<file path="src/hw/rtl/idl_pkg.sv">
// ----------------------------------------------------------------------------
// idl_pkg: shared types and constants of the identifier/number lexer
// Token class codes, byte codes, the per-byte result bundle and helpers.
// ----------------------------------------------------------------------------
package idl_pkg;

	localparam int POS_BITS_DEF = 16;
	localparam int FIELD_W      = 16;
	localparam int SAT_W        = 33;
	localparam int QUEUE_DEPTH  = 2;

	localparam logic [FIELD_W-1:0] FIELD_MAX = '1;

	// token classes
	localparam logic [3:0] CLS_IDENT  = 4'd0;
	localparam logic [3:0] CLS_NUMBER = 4'd1;
	localparam logic [3:0] CLS_LBRACE = 4'd2;
	localparam logic [3:0] CLS_RBRACE = 4'd3;
	localparam logic [3:0] CLS_LPAREN = 4'd4;
	localparam logic [3:0] CLS_RPAREN = 4'd5;
	localparam logic [3:0] CLS_LBRACK = 4'd6;
	localparam logic [3:0] CLS_RBRACK = 4'd7;
	localparam logic [3:0] CLS_ERROR  = 4'd8;
	localparam logic [3:0] CLS_END    = 4'd9;

	// byte codes
	localparam logic [7:0] CH_LOWER_A = 8'd97;
	localparam logic [7:0] CH_LOWER_Z = 8'd122;
	localparam logic [7:0] CH_UPPER_A = 8'd65;
	localparam logic [7:0] CH_UPPER_Z = 8'd90;
	localparam logic [7:0] CH_DIGIT_0 = 8'd48;
	localparam logic [7:0] CH_DIGIT_9 = 8'd57;
	localparam logic [7:0] CH_UNDER   = 8'd95;
	localparam logic [7:0] CH_LBRACE  = 8'd123;
	localparam logic [7:0] CH_RBRACE  = 8'd125;
	localparam logic [7:0] CH_LPAREN  = 8'd40;
	localparam logic [7:0] CH_RPAREN  = 8'd41;
	localparam logic [7:0] CH_LBRACK  = 8'd91;
	localparam logic [7:0] CH_RBRACK  = 8'd93;
	localparam logic [7:0] CH_SPACE   = 8'd32;
	localparam logic [7:0] CH_NEWLINE = 8'd10;

	// Up to three results per byte: a closed token, a middle item
	// (delimiter, error or one-byte token at the final byte) and the end item.
	typedef struct packed {
		logic               tok_v;
		logic               tok_num;
		logic [FIELD_W-1:0] tok_start;
		logic [FIELD_W-1:0] tok_len;
		logic               mid_v;
		logic [3:0]         mid_cls;
		logic               mid_len1;
		logic               end_v;
		logic [FIELD_W-1:0] pos;
	} bundle_t;

	function automatic logic is_alpha(logic [7:0] c);
		return c inside {[CH_LOWER_A:CH_LOWER_Z], [CH_UPPER_A:CH_UPPER_Z]};
	endfunction

	function automatic logic is_digit(logic [7:0] c);
		return c inside {[CH_DIGIT_0:CH_DIGIT_9]};
	endfunction

	// delimiter class, or CLS_IDENT when the byte is no delimiter
	function automatic logic [3:0] delim_class(logic [7:0] c);
		logic [3:0] r;
		case (c)
			CH_LBRACE: r = CLS_LBRACE;
			CH_RBRACE: r = CLS_RBRACE;
			CH_LPAREN: r = CLS_LPAREN;
			CH_RPAREN: r = CLS_RPAREN;
			CH_LBRACK: r = CLS_LBRACK;
			CH_RBRACK: r = CLS_RBRACK;
			default:   r = CLS_IDENT;
		endcase
		return r;
	endfunction

	function automatic logic [FIELD_W-1:0] sat_field(logic [SAT_W-1:0] v);
		return (v > SAT_W'(FIELD_MAX)) ? FIELD_MAX : v[FIELD_W-1:0];
	endfunction

endpackage

</file>
<file path="src/hw/rtl/idl_in_if.sv">
// ----------------------------------------------------------------------------
// idl_in_if: byte channel
// Carries one source byte and its end-of-string mark per transaction.
// ----------------------------------------------------------------------------
interface idl_in_if;
	logic       valid;
	logic       ready;
	logic [7:0] char_code;
	logic       last_char;

	modport source (output valid, char_code, last_char, input ready);
	modport sink (input valid, char_code, last_char, output ready);
endinterface

</file>
<file path="src/hw/rtl/idl_out_if.sv">
// ----------------------------------------------------------------------------
// idl_out_if: token descriptor channel
// Carries one token descriptor per transaction.
// ----------------------------------------------------------------------------
interface idl_out_if;
	logic        valid;
	logic        ready;
	logic [3:0]  token_class;
	logic [15:0] start_position;
	logic [15:0] token_length;
	logic        run_last;

	modport source (output valid, token_class, start_position, token_length, run_last,
		input ready);
	modport sink (input valid, token_class, start_position, token_length, run_last,
		output ready);
endinterface

</file>
<file path="src/hw/rtl/idl_front.sv">
// ----------------------------------------------------------------------------
// idl_front: byte classifier and scan state
// Accepts one byte per cycle while the queue is not full and builds the bundle of results it causes.
// ----------------------------------------------------------------------------
module idl_front import idl_pkg::*; #(
	parameter int POSITION_BITS = POS_BITS_DEF
) (
	input  logic     clk,
	input  logic     arst_n,
	idl_in_if.sink   char_in,
	output logic     push,
	output bundle_t  push_data,
	input  logic     full
);

	typedef enum logic [1:0] {MODE_IDLE, MODE_IDENT, MODE_NUMBER, MODE_SKIP} mode_t;

	localparam logic [POSITION_BITS-1:0] POS_MAX = '1;

	mode_t                    mode_q, mode_mid, mode_nxt;
	logic [POSITION_BITS-1:0] pos_q, pos_nxt;
	logic [POSITION_BITS-1:0] start_q, start_nxt;
	logic [POSITION_BITS-1:0] ts, close_len;
	logic [POSITION_BITS:0]   flush_len;
	logic [7:0]               c;
	logic                     alpha, digit, sep, keeps, started, accept;
	logic [3:0]               dcls;
	bundle_t                  b;

	assign c       = char_in.char_code;
	assign alpha   = is_alpha(c);
	assign digit   = is_digit(c);
	assign sep     = c inside {CH_SPACE, CH_NEWLINE};
	assign dcls    = delim_class(c);
	assign ts      = (start_q <= pos_q) ? start_q : pos_q;
	assign close_len = pos_q - ts;
	assign flush_len = {1'b0, pos_q} + (POSITION_BITS+1)'(1) - {1'b0, ts};

	assign char_in.ready = !full;
	assign accept        = char_in.valid && !full;
	assign push          = accept && (b.tok_v || b.mid_v || b.end_v);
	assign push_data     = b;

	always_comb begin
		case (mode_q)
			MODE_IDENT:  keeps = alpha || digit || (c == CH_UNDER);
			MODE_NUMBER: keeps = digit;
			default:     keeps = 1'b0;
		endcase

		b         = '0;
		b.pos     = sat_field(SAT_W'(pos_q));
		mode_mid  = mode_q;
		start_nxt = start_q;
		started   = 1'b0;

		if (mode_q != MODE_SKIP && !keeps) begin
			// close the pending token
			if (mode_q inside {MODE_IDENT, MODE_NUMBER}) begin
				b.tok_v     = 1'b1;
				b.tok_num   = (mode_q == MODE_NUMBER);
				b.tok_start = sat_field(SAT_W'(ts));
				b.tok_len   = sat_field(SAT_W'(close_len));
				mode_mid    = MODE_IDLE;
			end
			if (sep) begin
				// separator only
			end else if (alpha) begin
				mode_mid  = MODE_IDENT;
				start_nxt = pos_q;
				started   = 1'b1;
			end else if (digit) begin
				mode_mid  = MODE_NUMBER;
				start_nxt = pos_q;
				started   = 1'b1;
			end else if (dcls != CLS_IDENT) begin
				b.mid_v    = 1'b1;
				b.mid_cls  = dcls;
				b.mid_len1 = 1'b1;
			end else begin
				b.mid_v    = 1'b1;
				b.mid_cls  = CLS_ERROR;
				b.mid_len1 = 1'b0;
				mode_mid   = MODE_SKIP;
			end
		end

		mode_nxt = mode_mid;
		pos_nxt  = (pos_q == POS_MAX) ? pos_q : pos_q + POSITION_BITS'(1);

		if (char_in.last_char) begin
			// flush the open token, then close the string
			if (mode_mid inside {MODE_IDENT, MODE_NUMBER}) begin
				if (started) begin
					b.mid_v    = 1'b1;
					b.mid_cls  = (mode_mid == MODE_NUMBER) ? CLS_NUMBER : CLS_IDENT;
					b.mid_len1 = 1'b1;
				end else begin
					b.tok_v     = 1'b1;
					b.tok_num   = (mode_mid == MODE_NUMBER);
					b.tok_start = sat_field(SAT_W'(ts));
					b.tok_len   = sat_field(SAT_W'(flush_len));
				end
			end
			b.end_v   = 1'b1;
			mode_nxt  = MODE_IDLE;
			pos_nxt   = '0;
			start_nxt = '0;
		end
	end

	always_ff @(posedge clk or negedge arst_n) begin
		if (!arst_n) begin
			mode_q  <= MODE_IDLE;
			pos_q   <= '0;
			start_q <= '0;
		end else if (accept) begin
			mode_q  <= mode_nxt;
			pos_q   <= pos_nxt;
			start_q <= start_nxt;
		end
	end

endmodule

</file>
<file path="src/hw/rtl/idl_queue.sv">
// ----------------------------------------------------------------------------
// idl_queue: bundle queue
// Short register queue between classifier and emitter; head is visible.
// ----------------------------------------------------------------------------
module idl_queue import idl_pkg::*; (
	input  logic    clk,
	input  logic    arst_n,
	input  logic    push,
	input  bundle_t push_data,
	output logic    full,
	output logic    head_v,
	output bundle_t head,
	input  logic    pop
);

	localparam int PTR_W = (QUEUE_DEPTH > 1) ? $clog2(QUEUE_DEPTH) : 1;
	localparam int CNT_W = $clog2(QUEUE_DEPTH + 1);
	localparam logic [PTR_W-1:0] PTR_LAST = PTR_W'(QUEUE_DEPTH - 1);

	bundle_t          mem_q [QUEUE_DEPTH];
	logic [PTR_W-1:0] wr_q, rd_q;
	logic [CNT_W-1:0] cnt_q;
	logic             do_push, do_pop;

	assign full    = (cnt_q == CNT_W'(QUEUE_DEPTH));
	assign head_v  = (cnt_q != '0);
	assign head    = mem_q[rd_q];
	assign do_push = push && !full;
	assign do_pop  = pop && head_v;

	always_ff @(posedge clk) begin
		if (do_push) begin
			mem_q[wr_q] <= push_data;
		end
	end

	always_ff @(posedge clk or negedge arst_n) begin
		if (!arst_n) begin
			wr_q  <= '0;
			rd_q  <= '0;
			cnt_q <= '0;
		end else begin
			if (do_push) begin
				wr_q <= (wr_q == PTR_LAST) ? '0 : wr_q + PTR_W'(1);
			end
			if (do_pop) begin
				rd_q <= (rd_q == PTR_LAST) ? '0 : rd_q + PTR_W'(1);
			end
			if (do_push && !do_pop) begin
				cnt_q <= cnt_q + CNT_W'(1);
			end else if (do_pop && !do_push) begin
				cnt_q <= cnt_q - CNT_W'(1);
			end
		end
	end

endmodule

</file>
<file path="src/hw/rtl/idl_back.sv">
// ----------------------------------------------------------------------------
// idl_back: descriptor emitter
// Sends the items of the head bundle one per cycle, while token_out is not stalled, through an output register.
// ----------------------------------------------------------------------------
module idl_back import idl_pkg::*; (
	input  logic      clk,
	input  logic      arst_n,
	input  logic      head_v,
	input  bundle_t   head,
	output logic      pop,
	idl_out_if.source token_out
);

	logic [2:0]         sent_q, pend, sel;
	logic               advance, last_item;
	logic               out_valid_q;
	logic [3:0]         cls_q, cls_d;
	logic [FIELD_W-1:0] start_q, start_d, len_q, len_d;
	logic               run_last_q;

	assign pend      = {head.end_v, head.mid_v, head.tok_v} & ~sent_q;
	assign sel       = pend & (~pend + 3'd1);
	assign last_item = ((pend & ~sel) == 3'b000);
	assign advance   = head_v && (pend != 3'b000) && (!out_valid_q || token_out.ready);
	assign pop       = advance && last_item;

	always_comb begin
		cls_d   = CLS_END;
		start_d = head.pos;
		len_d   = '0;
		if (sel[0]) begin
			cls_d   = head.tok_num ? CLS_NUMBER : CLS_IDENT;
			start_d = head.tok_start;
			len_d   = head.tok_len;
		end else if (sel[1]) begin
			cls_d = head.mid_cls;
			len_d = FIELD_W'(head.mid_len1);
		end
	end

	always_ff @(posedge clk or negedge arst_n) begin
		if (!arst_n) begin
			sent_q      <= '0;
			out_valid_q <= 1'b0;
		end else begin
			if (advance) begin
				sent_q <= last_item ? 3'b000 : (sent_q | sel);
			end
			if (advance) begin
				out_valid_q <= 1'b1;
			end else if (token_out.ready) begin
				out_valid_q <= 1'b0;
			end
		end
	end

	always_ff @(posedge clk) begin
		if (advance) begin
			cls_q      <= cls_d;
			start_q    <= start_d;
			len_q      <= len_d;
			run_last_q <= last_item;
		end
	end

	assign token_out.valid          = out_valid_q;
	assign token_out.token_class    = cls_q;
	assign token_out.start_position = start_q;
	assign token_out.token_length   = len_q;
	assign token_out.run_last       = run_last_q;

endmodule

</file>
<file path="src/hw/rtl/identifier_number_delimiter_lexer.sv">
// ----------------------------------------------------------------------------
// identifier_number_delimiter_lexer: streaming identifier/number lexer
// Turns a byte stream into token descriptors (class, start, length).
// ----------------------------------------------------------------------------
//
//  channel    | dir | transaction                      | fields
//  -----------+-----+----------------------------------+-----------------------
//  char_in    | in  | one source byte                  | char_code, last_char
//  token_out  | out | one token, error or end item     | token_class,
//             |     |                                  | start_position,
//             |     |                                  | token_length, run_last
//
//  A byte is taken every cycle while the bundle queue has room; the classifier
//  decides all results of a byte in the cycle it is taken. Results leave at one
//  per cycle from the output register while token_out is not stalled; a byte
//  causes 0 to 3 results, and the output port sets the sustained rate.
//  Reset (arst_n low) clears scan mode, position, queue and output valid.
//  A stall on token_out fills the queue; char_in.ready drops only when the
//  queue is full, and no byte or result is lost.
//
module identifier_number_delimiter_lexer import idl_pkg::*; #(
	// byte position counter width, 8 to 32
	parameter int POSITION_BITS = POS_BITS_DEF
) (
	input  logic      clk,
	input  logic      arst_n,
	idl_in_if.sink    char_in,
	idl_out_if.source token_out
);

	// front to queue
	logic    push, full;
	bundle_t push_data;

	// queue to back
	logic    head_v, pop;
	bundle_t head;

	// classify each byte, track scan mode and positions
	idl_front #(
		.POSITION_BITS(POSITION_BITS)
	) u_front (
		.clk       (clk),
		.arst_n    (arst_n),
		.char_in   (char_in),
		.push      (push),
		.push_data (push_data),
		.full      (full)
	);

	// hold result bundles so each side can stall on its own
	idl_queue u_queue (
		.clk       (clk),
		.arst_n    (arst_n),
		.push      (push),
		.push_data (push_data),
		.full      (full),
		.head_v    (head_v),
		.head      (head),
		.pop       (pop)
	);

	// serialize bundle items onto the output channel
	idl_back u_back (
		.clk       (clk),
		.arst_n    (arst_n),
		.head_v    (head_v),
		.head      (head),
		.pop       (pop),
		.token_out (token_out)
	);

endmodule

</file>
<file path="src/flat_wrapper.sv">
// flat-port wrapper written by rule: the top's interface ports become plain ports
module identifier_number_delimiter_lexer_flat import idl_pkg::*;
#(
	                                       
	parameter int POSITION_BITS = POS_BITS_DEF
)
  (clk, arst_n, char_in_valid, char_in_char_code, char_in_last_char, char_in_ready, token_out_valid, token_out_token_class, token_out_start_position, token_out_token_length, token_out_run_last, token_out_ready);
  idl_in_if char_in_i ();
  idl_out_if token_out_i ();
  input  logic clk;
  input  logic arst_n;
  input wire logic [$bits(char_in_i.valid)-1:0] char_in_valid;
  input wire logic [$bits(char_in_i.char_code)-1:0] char_in_char_code;
  input wire logic [$bits(char_in_i.last_char)-1:0] char_in_last_char;
  output wire logic [$bits(char_in_i.ready)-1:0] char_in_ready;
  output wire logic [$bits(token_out_i.valid)-1:0] token_out_valid;
  output wire logic [$bits(token_out_i.token_class)-1:0] token_out_token_class;
  output wire logic [$bits(token_out_i.start_position)-1:0] token_out_start_position;
  output wire logic [$bits(token_out_i.token_length)-1:0] token_out_token_length;
  output wire logic [$bits(token_out_i.run_last)-1:0] token_out_run_last;
  input wire logic [$bits(token_out_i.ready)-1:0] token_out_ready;
  assign char_in_i.valid = char_in_valid;
  assign char_in_i.char_code = char_in_char_code;
  assign char_in_i.last_char = char_in_last_char;
  assign char_in_ready = char_in_i.ready;
  assign token_out_valid = token_out_i.valid;
  assign token_out_token_class = token_out_i.token_class;
  assign token_out_start_position = token_out_i.start_position;
  assign token_out_token_length = token_out_i.token_length;
  assign token_out_run_last = token_out_i.run_last;
  assign token_out_i.ready = token_out_ready;
  identifier_number_delimiter_lexer #(.POSITION_BITS(POSITION_BITS)) u_core (.clk(clk), .arst_n(arst_n), .char_in(char_in_i), .token_out(token_out_i));
endmodule
</file>
<file path="config.mk">
export PLATFORM = sky130hd
export DESIGN_NAME = identifier_number_delimiter_lexer_flat
export DESIGN_NICKNAME = d
export VERILOG_FILES = /design/src/hw/rtl/idl_pkg.sv /design/src/hw/rtl/idl_in_if.sv /design/src/hw/rtl/idl_out_if.sv /design/src/hw/rtl/idl_front.sv /design/src/hw/rtl/idl_queue.sv /design/src/hw/rtl/idl_back.sv /design/src/hw/rtl/identifier_number_delimiter_lexer.sv /design/src/flat_wrapper.sv
export SDC_FILE = /design/constraint.sdc
export NUM_CORES = 1
export LEC_CHECK = 0
export ABC_AREA = 1
export BUFFER_PORTS_ARGS = -buffer_cell sky130_fd_sc_hd__buf_4
export CELL_PAD_IN_SITES_DETAIL_PLACEMENT = 1
export CELL_PAD_IN_SITES_GLOBAL_PLACEMENT = 2
export CORE_MARGIN = 2
export CORE_UTILIZATION = 40
export CTS_CLUSTER_SIZE = 30
export DETAILED_ROUTE_END_ITERATION = 7
export PLACE_DENSITY_LB_ADDON = 0.1
export SLEW_MARGIN = 20
export SYNTH_ARGS = -nofsm -noshare
export SYNTH_HDL_FRONTEND = slang
export SYNTH_SLANG_ARGS = --single-unit
</file>
<file path="constraint.sdc">
create_clock -name clk -period 6.9 [get_ports clk]
set_input_delay 0.345 -clock clk [delete_from_list [all_inputs] [get_ports clk]]
set_output_delay 0.345 -clock clk [all_outputs]
set_load 0.1 [all_outputs]
</file>
# After elaboration in Yosys (flattened, before gate mapping)
# Memories as Yosys holds them, arrays and structs flattened.
# Index checks and enable logic that the tools add are counted.
dict set report word_totals {
  reg_bits 79
  ramBits 114
  inputBits 13
  out_inout_bits 39
  wordCells 140
  mem_count 1
}
# name words width read_ports rd_clocked_by_memory_dff write_ports line_no
set memory_table {}
lappend memory_table {u_core.u_queue.mem_q 2 57 1 0 1 idl_queue.sv:20} ;# bundle_t mem_q [QUEUE_DEPTH];
dict set report op_classes {
  n_addsub 9
  n_lt_le_gt_ge 8
  n_eq_ne 18
  n_mux 48
  bitwise_logic 7
  n_reduce_logical 37
}
# cell count
set ops {}
lappend ops {{$mux W16} 11}
lappend ops {{$mux W40} 2}
lappend ops {{$mux W34} 2}
lappend ops {{$mux W41} 1}
lappend ops {{$eq A8 B7 Y1 const B} 5}
lappend ops {{$eq A8 B6 Y1 const B} 3}
lappend ops {{$mux W6} 4}
lappend ops {{$mux W2} 9}
lappend ops {{$pmux W3 S6} 1}
lappend ops {{$add A16 B1 Y17 const B} 1}
lappend ops {{$gt A17 B16 Y1 const B} 1}
lappend ops {{$sub A17 B16 Y17} 1}
lappend ops {{$add A16 B1 Y16 const B} 1}
lappend ops {{$eq A16 B16 Y1 const B} 1}
lappend ops {{$ge A8 B7 Y1 const B} 2}
lappend ops {{$le A16 B16 Y1} 1}
lappend ops {{$le A8 B7 Y1 const B} 2}
lappend ops {{$reduce_bool A2 Y1} 8}
lappend ops {{$sub A16 B16 Y16} 1}
lappend ops {{$logic_and A1 B1 Y1} 13}
lappend ops {{$mux W1} 13}
lappend ops {{$and A3 B3 Y3} 3}
lappend ops {{$not A3 Y3} 3}
lappend ops {{$eq A8 B4 Y1 const B} 1}
lappend ops {{21 further kinds} 37}

# Longest topological paths before layout
dict set report depth {
  ltp_word 22
  ltp_mapped 34
  mapped_depth_nobuf 31
}

# By module
# A second synthesis with hierarchy kept.
dict set report unflattened {
  hier_cells 1236
  hier_area_um2 10761.6
}
# mod instances cells_each area_per_inst_um2
set modules_own_cells {}
lappend modules_own_cells {idl_front 1 739 4598.2}
lappend modules_own_cells {idl_queue 1 330 4385.5}
lappend modules_own_cells {idl_back 1 167 1778.0}

# Worst setup path before layout
# No wires, ideal clock.
dict set report synth_path {
  kind {input to register}
  start {in char_in_char_code[3]}
  end {mem u_core.u_queue.mem_q[1][0] (netlist name) (enable)}
  t_arrival_ns 4.779
  required_time_ns 6.427
  setup_slack_ns 1.648
  stages 18
  path_buffers 0
  path_cell_list {nor2_1 > nand2_1 > o221ai_2 > nand2_1 > o21ai_1 > o21ai_1 > a21oi_4 > o21ai_0 > o21ai_0 > inv_1 > ha_1 > nor2_1 > nand2_4 > inv_4 > nor2_8 > nand3_1 > nand2_1 > nor2_1}
}
dict set report synth_via {
  elab_chain_len 19
  word_cells_on_any_way 53
}
# element line_no
set synth_lines {}
lappend synth_lines {{start, declared} flat_wrapper.sv:13} ;# input wire logic [$bits(char_in_i.char_code)-1:0] char_in_char_code;
lappend synth_lines {{$ge A8 B7 Y1 / $le A8 B7 Y1 (equally long branches)} idl_pkg.sv:58} ;# return c inside {[CH_LOWER_A:CH_LOWER_Z], [CH_UPPER_A:CH_UPPER_Z]};
lappend synth_lines {{$logic_and A1 B1 Y1} idl_pkg.sv:58}
lappend synth_lines {{$reduce_bool A2 Y1} idl_pkg.sv:58}
lappend synth_lines {{$logic_or A1 B1 Y1 (2 in series)} idl_front.sv:46} ;# MODE_IDENT: keeps = alpha || digit || (c == CH_UNDER);
lappend synth_lines {{$pmux W1 S2} idl_front.sv:45} ;# case (mode_q)
lappend synth_lines {{$logic_not A1 Y1} idl_front.sv:57} ;# if (mode_q != MODE_SKIP && !keeps) begin
lappend synth_lines {{$logic_and A1 B1 Y1} idl_front.sv:57}
lappend synth_lines {{$mux W2} idl_front.sv:57}
lappend synth_lines {{$eq A2 B1 Y1 / $eq A2 B2 Y1 (equally long branches)} idl_front.sv:93} ;# if (mode_mid inside {MODE_IDENT, MODE_NUMBER}) begin
lappend synth_lines {{$reduce_bool A2 Y1} idl_front.sv:93}
lappend synth_lines {{$mux W40} idl_front.sv:93}
lappend synth_lines {{$mux W41 *} idl_front.sv:91} ;# if (char_in.last_char) begin
lappend synth_lines {{$logic_or A1 B1 Y1 * (2 in series)} idl_front.sv:41} ;# assign push = accept && (b.tok_v || b.mid_v || b.end_v);
lappend synth_lines {{$logic_and A1 B1 Y1 *} idl_front.sv:41}
lappend synth_lines {{$logic_and A1 B1 Y1 *} idl_queue.sv:28} ;# assign do_push = push && !full;
lappend synth_lines {{$mux W1 *} idl_queue.sv:32} ;# if (do_push) begin
lappend synth_lines {{$mux W1 (not written as such) *} idl_queue.sv:33} ;# mem_q[wr_q] <= push_data;
lappend synth_lines {{end, declared} idl_queue.sv:20}
# Every way passes the cells marked *; elsewhere a longest branch is shown, timed or not.

==> results_dict.tcl <==
set metrics [dict create \
    status "finished, final reports clean" \
    tightestPinTransition_ns 1.09 \
    syn2layout_area_growth_pct 13.1 \
    regArea_um2 5590 \
    path_class "register to register" \
    nets 1216 \
    antenna_found_initial 0 \
    multi_input_area_um2 4340 \
    ys_async_sr_fraction_pct 21.8 \
    boundaryPins 52 \
    cp-start-kind "register" \
    n_antenna_cell 0 \
    wl_per_cell_um 20.5 \
    avgSynthCellArea_um2 9.62 \
    finalSetupViolations 0 \
    grt_pass1_wl_um 48100 \
    initial_utilization_pct 40.7 \
    design.core.area_um2 26100 \
    report.final.slew_viol_count 0 \
    cts-root-buf "clkbuf_16" \
    regToRegEndpoint "u_core.u_queue.mem_q[1][37]" \
    max_freq_mhz 196 \
    synth_top_area_share_pct 42.8 \
    tns_ns 0 \
    grt.total_usage_pct 22.6 \
    synth_top_flop_cell "edfxtp_1" \
    hpwl_um 22600 \
    port_buffers 51 \
    ys_ff_latch 193 \
    r2r_cells 20 \
    worstSetupEndpointType "register" \
    finalCriticalPeriod_ns 5.09 \
    dieArea_um2 27800 \
    synth_area_um2 10600 \
    slew_headroom_pct 27.3 \
    r2r_setup_slack_ns 1.81 \
    vias 7943 \
    nFillCells 3015 \
    yosysTopAreaCell "edfxtp_1" \
    skew_ns 0.0240 \
    synth_area_leaders "edfxtp_1 43%, dfrtp_1 9.9%, nand2_1 8.2%, ha_1 5.3%, inv_1 4.8%" \
    placement.cell_area_um2 11300 \
    synth_edf_count 151 \
    yosysSeqAreaShare_pct 52.7 \
    drcViolationCount 0 \
    totalWireLength_um 30800 \
    worstPathRequired_ns 7.09 \
    rsz0062_at_grt "no" \
    fin_area_um2 12000 \
    grt_max_degree 59 \
    hold_class "input port to register" \
    syn_nets 1164 \
    hold_end "u_core.u_queue.mem_q[1][16]" \
    cts_buffer_depth 2 \
    worstSkewPairLatency_ns 0.44 \
    fin_crit_sh_pct 73.8 \
    via_per_inst 5.28 \
    min_path_cells 1 \
    cap_violations 0 \
    yosysWarnings 0 \
    cts_buffers 17 \
    gr-total-overflow 0 \
    r2r-start "u_core.u_front.pos_q[13]" \
    clk_pin_slew_worst_paths_ns 0.09 \
    critPathMaxFanout 49 \
    yosysUniqueCellTypes 57 \
    cts_tree "done" \
    die_w_um 167 \
    drive_above_1_share_pct 16.7 \
    post_cts_buffers 0 \
    cts_sinks 193 \
    crit_arrival_ns 5.28 \
    drtIter0Drc 472 \
    h-tree-depth 4 \
    final_cell_mix "231 x nand2_1, 151 x edfxtp_1, 135 x inv_1" \
    num_rows 59 \
    hold_start "char_in_last_char" \
    synthCells 1103 \
    dr.pass1.iters 4 \
    place_congestion 0.839 \
    fp.dieH_um 167 \
    grt_pass1_vias 8220 \
    layout_commonest_cell "nand2_1" \
    hold_viol_final 0 \
    ant_nets 0 \
]
[state kept, by name, indices dropped and copies added, names as in the netlist]
name                                    flops
u_core.u_back.sent_q                        3
u_core.u_back.token_out.run_last            1
u_core.u_back.token_out.start_position     16
u_core.u_back.token_out.token_class         4
u_core.u_back.token_out.token_length       16
u_core.u_back.token_out.valid               1
u_core.u_front.mode_q                       2
u_core.u_front.pos_q                       16
u_core.u_front.start_q                     16
u_core.u_queue.cnt_q                        2
u_core.u_queue.mem_q                      114
u_core.u_queue.rd_q                         1
u_core.u_queue.wr_q                         1
[how the worst max path moves through the flow]
| stage | cells after the start | from | slack [ns] | end |
|---|---|---|---|---|
| after detailed placement | 20 | u_core.u_front.pos_q[13] | 1.86 | u_core.u_queue.mem_q[1][37] |
| after global routing | 20 | u_core.u_front.pos_q[13] | 1.37 | u_core.u_queue.mem_q[0][37] |
| after CTS | 20 | u_core.u_front.pos_q[13] | 1.83 | u_core.u_queue.mem_q[1][37] |
| after floorplan | 18 | char_in_char_code[3] | 1.65 | u_core.u_queue.mem_q[1][0] |
| after global placement | 20 | u_core.u_front.pos_q[13] | 1.94 | u_core.u_queue.mem_q[0][35] |
| final | 20 | u_core.u_front.pos_q[13] | 1.81 | u_core.u_queue.mem_q[1][37] |
[synthesized netlist by cell type (all sizes together), types with 3 or more instances]
cell type  number
nand2         252
edfxtp        151
inv           149
nor2           86
o21ai          70
a21oi          68
nand3          56
ha             45
dfrtp          42
or2            23
o22ai          21
mux2i          17
o211ai         17
nor3           16
clkbuf         14
nand4          13
buf            11
a211oi          8
nand3b          6
xor2            6
a31oi           5
nor4            5
fa              3
o21bai          3
o221ai          3
xnor2           3
[area by class of cell]
type / count / area share (%)
inverters: 150 / 4.71
well taps: 335 / 3.49
repair buffers: 58 / 3.65
clock inverters: 15 / 1.84
flip-flops and latches: 193 / 46.6
clock buffers: 17 / 3.55
multi-input cells: 735 / 36.2
[metrics by stage]
step	setup slack, ns	std cells	hold slack [ns]	utilization [%]
floorplan	1.65	1103	0.0494	-
global placement	1.94	1470	0.409	43.5
detailed placement	1.86	1470	0.414	43.5
CTS	1.83	1503	0.138	46.0
global route	1.37	1503	0.131	46.0
finish	1.81	1503	0.154	46.0
[critical path, stage by stage (launching register included)]
cell     delay (ns)
dfrtp_1        0.57
inv_1          0.17
ha_1           0.32
nand2_1        0.10
nor3_2         0.25
nand2_1        0.11
nand2_2        0.08
nand2_4        0.37
o21ai_0        0.69
ha_1           0.29
inv_1          0.06
fa_1           0.57
nor3_1         0.26
nor3b_2        0.23
nand2_2        0.08
nand3_1        0.08
nand2_2        0.23
inv_2          0.18
nand2_1        0.07
nand2_1        0.06
nand2_1        0.07
[per-layer routing]
layer	global-route usage, %	vias up	part of all wire [%]
li1	-	3873	-
met1	32.1	3869	48
met2	36.1	164	46
met3	3.09	37	3.4
met4	6.52	0	2.2
met5	0	-	0
[repair_timing]
| action | 4_1_cts | 5_1_grt |
|---|---|---|
| resized for setup | 0 | 0 |
| hold buffers | 1 | 0 |
| endpoints found under the hold margin | 42 | 0 |
[cell families (layout without fill, tap and decap cells)]
kind of cell / after synthesis / count (layout) / share of synthesized area (%)
flip-flops: 193 / 193 / 52.7
buffers and inverters: 175 / 240 / 6.65
multiplexers: 17 / 17 / 1.60
XOR/XNOR: 9 / 9 / 0.743
AND/OR/NAND/NOR: 459 / 459 / 21.0
adder cells (fa/ha/maj): 48 / 48 / 5.87
AO/OA/AOI/OAI: 202 / 202 / 11.5
Power is left out: the tool's default activity adds up to more than one toggle a clock period on the data nets, which glitch-free logic cannot reach.
